<file path="src/design/shcf_pkg.sv">
// Shared types and constants for the sync header command frame parser.
// No dependencies; imported by every module of the block.
package shcf_pkg;

  localparam logic [7:0] SYNC_FIRST  = 8'h55;
  localparam logic [7:0] SYNC_SECOND = 8'hAA;
  localparam logic [7:0] CMD_LEVEL   = 8'h03;
  localparam logic [7:0] CMD_SWITCH  = 8'h01;
  localparam logic [7:0] LEVEL_MAX   = 8'd100;
  localparam logic [7:0] SWITCH_MAX  = 8'd1;
  localparam int         FRAME_LEN   = 5;

  // Frame queue between the front and back parts.
  localparam int QUEUE_DEPTH = 2;
  localparam int QPTR_W      = 1;
  localparam int QCNT_W      = 2;

  typedef enum logic [1:0] {
    ST_OK        = 2'd0,
    ST_UNKNOWN   = 2'd1,
    ST_RANGE     = 2'd2,
    ST_CHECK_BAD = 2'd3
  } status_t;

  // Phase of a frame after its header pair has been seen.
  typedef enum logic [1:0] {
    PH_CMD = 2'd0,
    PH_VAL = 2'd1,
    PH_CHK = 2'd2
  } phase_t;

  typedef struct packed {
    logic [7:0] cmd;
    logic [7:0] val;
    logic [7:0] chk;
  } frame_t;

  typedef struct packed {
    logic push;
    logic pop;
  } queue_ctl_t;

  typedef struct packed {
    logic full;
    logic empty;
  } queue_sts_t;

endpackage

</file>
<file path="src/design/shcf_front.sv">
// Front part: accepts received bytes, tracks the byte window count and the
// header search, and emits complete frames. Depends on shcf_pkg.
module shcf_front
  import shcf_pkg::*;
#(
  parameter int WINDOW_DEPTH = 8
) (
  input  logic       clk,
  input  logic       rst_n,
  input  logic       accept,
  input  logic [7:0] rx_byte,
  output logic       push,
  output frame_t     frame
);

  localparam int CW = $clog2(WINDOW_DEPTH);

  logic [CW-1:0] cnt_r, cnt_nxt;
  logic          found_r, found_nxt;
  phase_t        phase_r, phase_nxt;
  logic [7:0]    last_r, cmd_r, cmd_nxt, val_r, val_nxt;

  logic          wrap;
  logic [CW-1:0] idx;
  logic [CW-1:0] ncnt;
  logic          found_cur;
  logic          pair_new;
  logic          found_new;
  logic          frame_done;

  always_comb begin
    wrap      = (cnt_r >= CW'(WINDOW_DEPTH - 1));
    idx       = wrap ? '0 : cnt_r;
    ncnt      = idx + CW'(1);
    // A restart drops the old window, so any header seen in it is gone.
    found_cur = found_r && !wrap;
    pair_new  = !found_cur && (idx != '0) && (last_r == SYNC_FIRST) &&
                (rx_byte == SYNC_SECOND);
    found_new = found_cur || pair_new;
    frame_done = found_cur && (phase_r == PH_CHK);

    cnt_nxt   = cnt_r;
    found_nxt = found_r;
    phase_nxt = phase_r;
    cmd_nxt   = cmd_r;
    val_nxt   = val_r;

    if (accept) begin
      if (pair_new) begin
        phase_nxt = PH_CMD;
      end else if (found_cur) begin
        unique case (phase_r)
          PH_CMD: begin
            cmd_nxt   = rx_byte;
            phase_nxt = PH_VAL;
          end
          PH_VAL: begin
            val_nxt   = rx_byte;
            phase_nxt = PH_CHK;
          end
          default: phase_nxt = PH_CMD;
        endcase
      end

      if (frame_done) begin
        // The frame always ends exactly at the last held byte.
        cnt_nxt   = '0;
        found_nxt = 1'b0;
      end else if ((ncnt >= CW'(FRAME_LEN)) && !found_new) begin
        cnt_nxt   = '0;
        found_nxt = 1'b0;
      end else begin
        cnt_nxt   = ncnt;
        found_nxt = found_new;
      end
    end
  end

  assign push      = accept && frame_done;
  assign frame.cmd = cmd_r;
  assign frame.val = val_r;
  assign frame.chk = rx_byte;

  always_ff @(posedge clk) begin
    if (!rst_n) begin
      cnt_r   <= '0;
      found_r <= 1'b0;
      phase_r <= PH_CMD;
    end else begin
      cnt_r   <= cnt_nxt;
      found_r <= found_nxt;
      phase_r <= phase_nxt;
    end
    if (accept) begin
      last_r <= rx_byte;
    end
    cmd_r <= cmd_nxt;
    val_r <= val_nxt;
  end

endmodule

</file>
<file path="src/design/shcf_queue.sv">
// Two-entry frame queue that decouples the front part from the back part.
// Depends on shcf_pkg.
module shcf_queue
  import shcf_pkg::*;
(
  input  logic       clk,
  input  logic       rst_n,
  input  queue_ctl_t ctl,
  input  frame_t     wr_data,
  output frame_t     rd_data,
  output queue_sts_t sts
);

  frame_t            mem_r [QUEUE_DEPTH];
  logic [QPTR_W-1:0] wr_ptr_r, rd_ptr_r;
  logic [QCNT_W-1:0] cnt_r;

  assign sts.full  = (cnt_r == QCNT_W'(QUEUE_DEPTH));
  assign sts.empty = (cnt_r == '0);
  assign rd_data   = mem_r[rd_ptr_r];

  always_ff @(posedge clk) begin
    if (!rst_n) begin
      wr_ptr_r <= '0;
      rd_ptr_r <= '0;
      cnt_r    <= '0;
    end else begin
      if (ctl.push) begin
        wr_ptr_r <= wr_ptr_r + QPTR_W'(1);
      end
      if (ctl.pop) begin
        rd_ptr_r <= rd_ptr_r + QPTR_W'(1);
      end
      unique case ({ctl.push, ctl.pop})
        2'b10:   cnt_r <= cnt_r + QCNT_W'(1);
        2'b01:   cnt_r <= cnt_r - QCNT_W'(1);
        default: cnt_r <= cnt_r;
      endcase
    end
    if (ctl.push) begin
      mem_r[wr_ptr_r] <= wr_data;
    end
  end

endmodule

</file>
<file path="src/design/shcf_back.sv">
// Back part: checks one queued frame and holds the result in the output
// register until it is taken. Depends on shcf_pkg.
module shcf_back
  import shcf_pkg::*;
(
  input  logic       clk,
  input  logic       rst_n,
  input  logic       q_empty,
  input  frame_t     q_data,
  output logic       q_pop,
  input  logic       out_stall,
  output logic       out_valid,
  output logic [1:0] out_status,
  output logic [7:0] out_command,
  output logic [7:0] out_payload,
  output logic [7:0] out_expected_check
);

  logic       valid_r;
  status_t    status_r, status_nxt;
  logic [7:0] cmd_r, val_r, exp_r, exp_nxt;

  assign q_pop = !q_empty && (!valid_r || !out_stall);

  always_comb begin
    exp_nxt = SYNC_FIRST ^ SYNC_SECOND ^ q_data.cmd ^ q_data.val;
    priority if ((q_data.cmd != CMD_LEVEL) && (q_data.cmd != CMD_SWITCH)) begin
      status_nxt = ST_UNKNOWN;
    end else if (((q_data.cmd == CMD_LEVEL) && (q_data.val > LEVEL_MAX)) ||
                 ((q_data.cmd == CMD_SWITCH) && (q_data.val > SWITCH_MAX))) begin
      status_nxt = ST_RANGE;
    end else if (q_data.chk != exp_nxt) begin
      status_nxt = ST_CHECK_BAD;
    end else begin
      status_nxt = ST_OK;
    end
  end

  always_ff @(posedge clk) begin
    if (!rst_n) begin
      valid_r <= 1'b0;
    end else if (q_pop) begin
      valid_r <= 1'b1;
    end else if (!out_stall) begin
      valid_r <= 1'b0;
    end
    if (q_pop) begin
      status_r <= status_nxt;
      cmd_r    <= q_data.cmd;
      val_r    <= q_data.val;
      exp_r    <= exp_nxt;
    end
  end

  assign out_valid          = valid_r;
  assign out_status         = status_r;
  assign out_command        = cmd_r;
  assign out_payload        = val_r;
  assign out_expected_check = exp_r;

endmodule

</file>
<file path="src/design/sync_header_command_frame_parser.sv">
// Sync header command frame parser: one received byte accepted per cycle.
// A frame result is written to the frame queue at the edge that accepts its
// check byte and moves to the output register when the back part pops it;
// throughput is one byte per cycle, held off only when the two-entry frame
// queue is full. Synchronous active-low reset empties the window count, the
// queue and the output register; no clearing pass is needed.
module sync_header_command_frame_parser
  import shcf_pkg::*;
#(
  parameter int WINDOW_DEPTH = 8
) (
  input  logic       clk,
  input  logic       rst_n,
  input  logic       in_valid,
  output logic       in_stall,
  input  logic [7:0] in_rx_byte,
  output logic       out_valid,
  input  logic       out_stall,
  output logic [1:0] out_status,
  output logic [7:0] out_command,
  output logic [7:0] out_payload,
  output logic [7:0] out_expected_check
);

  logic       accept;
  logic       push;
  logic       pop;
  frame_t     fr_in;
  frame_t     fr_out;
  queue_ctl_t q_ctl;
  queue_sts_t q_sts;

  // A frame can complete on any byte, so bytes wait while the queue is full.
  assign in_stall  = q_sts.full;
  assign accept    = in_valid && !in_stall;
  assign q_ctl.push = push;
  assign q_ctl.pop  = pop;

  shcf_front #(
    .WINDOW_DEPTH(WINDOW_DEPTH)
  ) u_front (
    .clk    (clk),
    .rst_n  (rst_n),
    .accept (accept),
    .rx_byte(in_rx_byte),
    .push   (push),
    .frame  (fr_in)
  );

  shcf_queue u_queue (
    .clk    (clk),
    .rst_n  (rst_n),
    .ctl    (q_ctl),
    .wr_data(fr_in),
    .rd_data(fr_out),
    .sts    (q_sts)
  );

  shcf_back u_back (
    .clk               (clk),
    .rst_n             (rst_n),
    .q_empty           (q_sts.empty),
    .q_data            (fr_out),
    .q_pop             (pop),
    .out_stall         (out_stall),
    .out_valid         (out_valid),
    .out_status        (out_status),
    .out_command       (out_command),
    .out_payload       (out_payload),
    .out_expected_check(out_expected_check)
  );

endmodule

</file>
<file path="config.mk">
export PLATFORM = sky130hd
export DESIGN_NAME = sync_header_command_frame_parser
export DESIGN_NICKNAME = d
export VERILOG_FILES = /design/src/design/shcf_pkg.sv /design/src/design/shcf_front.sv /design/src/design/shcf_queue.sv /design/src/design/shcf_back.sv /design/src/design/sync_header_command_frame_parser.sv
export SDC_FILE = /design/constraint.sdc
export NUM_CORES = 1
export LEC_CHECK = 0
export BUFFER_PORTS_ARGS = -buffer_cell sky130_fd_sc_hd__buf_4
export CAP_MARGIN = 40
export CORE_MARGIN = 2
export CORE_UTILIZATION = 23
export DETAILED_ROUTE_END_ITERATION = 10
export REMOVE_ABC_BUFFERS = 1
export SYNTH_ARGS = -nofsm -noshare
export SYNTH_HDL_FRONTEND = slang
export SYNTH_SLANG_ARGS = --single-unit
</file>
<file path="constraint.sdc">
create_clock -name clk -period 3.34 [get_ports clk]
set_clock_uncertainty 0.1 [all_clocks]
set_input_delay 0.501 -clock clk [delete_from_list [all_inputs] [get_ports clk]]
set_output_delay 0.501 -clock clk [all_outputs]
set_load 0.01 [all_outputs]
</file>
==> metrics.csv <==
metric,value,unit
Synth Cell Area,4480,um2
"Max stage delay cell, worst path",nor2b_1,
number of synthesized register bits,110,
Detail Placement HPWL,5870,um
Post-synth EDFFs,98,
clock latency on the worst-skew pair,340,ps
CP Max Fanout,8,
final setup fails,0,
fmax,0.422,GHz
syn avg cell area,16.5,um2
ys flop type,edfxtp_1,
sequential share of the synthesized area,0.711,
max-cap check violation count,0,
Initial Utilization,0.232,
final core utilization,0.279,
# diodes,0,
Port Buf Inserts,39,
Remaining DRCs,0,
status,completed,
Die Span Y,143,um
multi-input logic area,1250,um2
Internal,2.28,mW
Tmin final,2370,ps
post-synth cell types,45,
"count leader, synth",edfxtp_1,
share of cells above drive strength 1,0.228,
ys async rst share,0,
Register Area,3180,um2
DR vias/cell,3.92,
crit share post-route,0.710,
Area Overhead vs Synth,20.0,%
placed cells,574,
Worst setup EP type,flop,
Clock Path Buffers,2,
cell taking the most area after synthesis,edfxtp_1,
Psw,0.702,mW
Worst Tran Pin Value,747,ps
Synth top cells by count,"98 x edfxtp_1, 20 x nand2_1, 12 x dfxtp_1, 12 x xnor2_1, 12 x xnor3_1",
Startpoint Class,flop,
CTS tree,done,
Synth area leaders,"edfxtp_1 66%, xnor3_1 6.0%, dfxtp_1 5.4%",
Setup TNS,0,ps
switching share of total power,0.236,
Placer Congestion,0.761,
Top Ports,40,
post-DR wirelength/cell,13.9,um
initial drt markers,201,
"Hold-fix buffers, CTS",0,
register share of total power,0.550,
critical path type,reg -> reg,
class of the worst hold path,in -> reg,
final hold slack,288,ps
Num CTS Buffers,9,
"Reg clk slew, reported paths",70,ps
R2R cell count,5,
Final Non-Filler Cells,589,
CORE AREA,19300,um2
DRT Wirelength,8200,um
Synth top area share,0.658,
vias in the first global route,2285,
leakage,1.86,nW
Fillers,1977,
Combinational Power Share,0.131,
Syn. warnings,0,
Hold Path Cell Cnt,1,
Tot Pwr,2.98,mW
Clk network pwr share,0.319,
H-tree levels,3,
"antenna viol nets, final",0,
largest net degree at the start of global routing,34,
DR vias,2309,
Rows,51,
global-route wire length before repair,12800,um
Post-CTS Resized,0,
Crit path arrival time,2250,ps
unrepaired setup endpoints after global routing,no,
post-CTS setup buffer count,0,
relative slew slack,0.501,
crit-path max cell delay,660,ps
"Remaining Overflow, GRT",0,
Pre-antenna DRT Iters,4,
Mapped Cells,271,
initial antenna violation count,0,
Root Driver,clkbuf_16,
Die Area,20600,um2
pwr dens,554,nW/um2
"Critical Path, Cell by Cell","ha_1, a21oi_1, o211ai_1, nor3b_1, nor2b_1",
Die Wd,143,um
Final nets,334,
total clock sinks,110,
Fin. Hold Viols,0,
WP data required,3210,ps
final slew viol count,0,
All-Layer GR Usage,0.0821,
Max VDD drop,0.000211,V
-- critical path: cells and delay by family (launching register included) --
kind	cells	cell delay, ps
and+or+nand+nor	2	970
DFF	1	370
AOI/OAI and AO/OA	2	310
adders and majority gates	1	250
-- area by class of cell --
class,count,share of cell area
clock buffer,11,0.0433
tap,265,0.0617
clock inverter,4,0.00419
inverter,7,0.00489
timing repair buffer,43,0.0601
multi-input combinational,149,0.233
sequential,110,0.592
-- cells by family after synthesis --
family	after synthesis	synth area share
AO/OA/AOI/OAI	39	0.0607
XOR/XNOR	35	0.105
adder cells (fa/ha/maj)	2	0.00559
buffers and inverters	12	0.0123
flip-flops	110	0.711
multiplexers	15	0.0377
AND/OR/NAND/NOR	58	0.0671
-- power groups by stage --
stage,logic [mW],clock network [mW],registers [mW]
floorplan,0.168,0,1.72
finish,0.390,0.949,1.64
global placement,0.390,0,1.67
global route,0.437,1.02,1.65
detailed placement,0.398,0,1.67
CTS,0.400,0.966,1.64
-- metrics by stage --
step | instance area, um2 | worst slack, ps
after global placement | 5120 | 1050
after CTS | 5370 | 939
after floorplan | 4450 | 257
final | 5370 | 970
after global routing | 5370 | 766
after detailed placement | 5120 | 942
-- path summary, 6_finish.rpt --
kind	startpoint	to	slack, ps
worst min register to register	u_front.val_r[0]$_DFFE_PP_	u_queue.mem_r[1][8]$_DFFE_PP_	350
worst min-delay path	in_rx_byte[0]	u_front.val_r[0]$_DFFE_PP_	290
worst max-delay path	u_front.cnt_r[0]$_SDFFE_PN0P_	u_front.cmd_r[0]$_DFFE_PP_	970
worst max register to register	u_front.cnt_r[0]$_SDFFE_PN0P_	u_front.cmd_r[0]$_DFFE_PP_	970
-- registers in the layout (all words and copies together) (netlist names), named ones only --
register	count
u_queue.mem_r	48
u_back.out_command	8
u_back.out_expected_check	8
u_back.out_payload	8
u_front.cmd_r	8
u_front.last_r	8
u_front.val_r	8
u_front.cnt_r	3
u_back.out_status	2
u_front.phase_r	2
u_queue.cnt_r	2
u_back.out_valid	1
u_front.found_r	1
u_queue.rd_ptr_r	1
u_queue.wr_ptr_r	1
-- layer usage --
metal  vias to the layer above  part of all wire  track usage
met5                         -                 0            0
met3                        12             0.051       0.0217
li1                       1126                 -            -
met4                         0             0.020       0.0387
met2                        41              0.48        0.135
met1                      1130              0.45        0.100
-- cells in the final DEF (no fill, tap or decap), types with 3 or more instances in the layout --
cell and n:
edfxtp_1 98, buf_4 43, nand2_1 20, xnor2_1 12, xnor3_1 12, dfxtp_1 12
o21ai_0 11, mux2_2 11, xor2_1 11, nor2_1 9, clkbuf_16 9, inv_1 7
and2_1 6, a21oi_1 4, nor3_1 4, nor4bb_1 4, nand2b_1 3, mux2i_1 3
o21a_1 3
(Power assumes the default switching activity.)
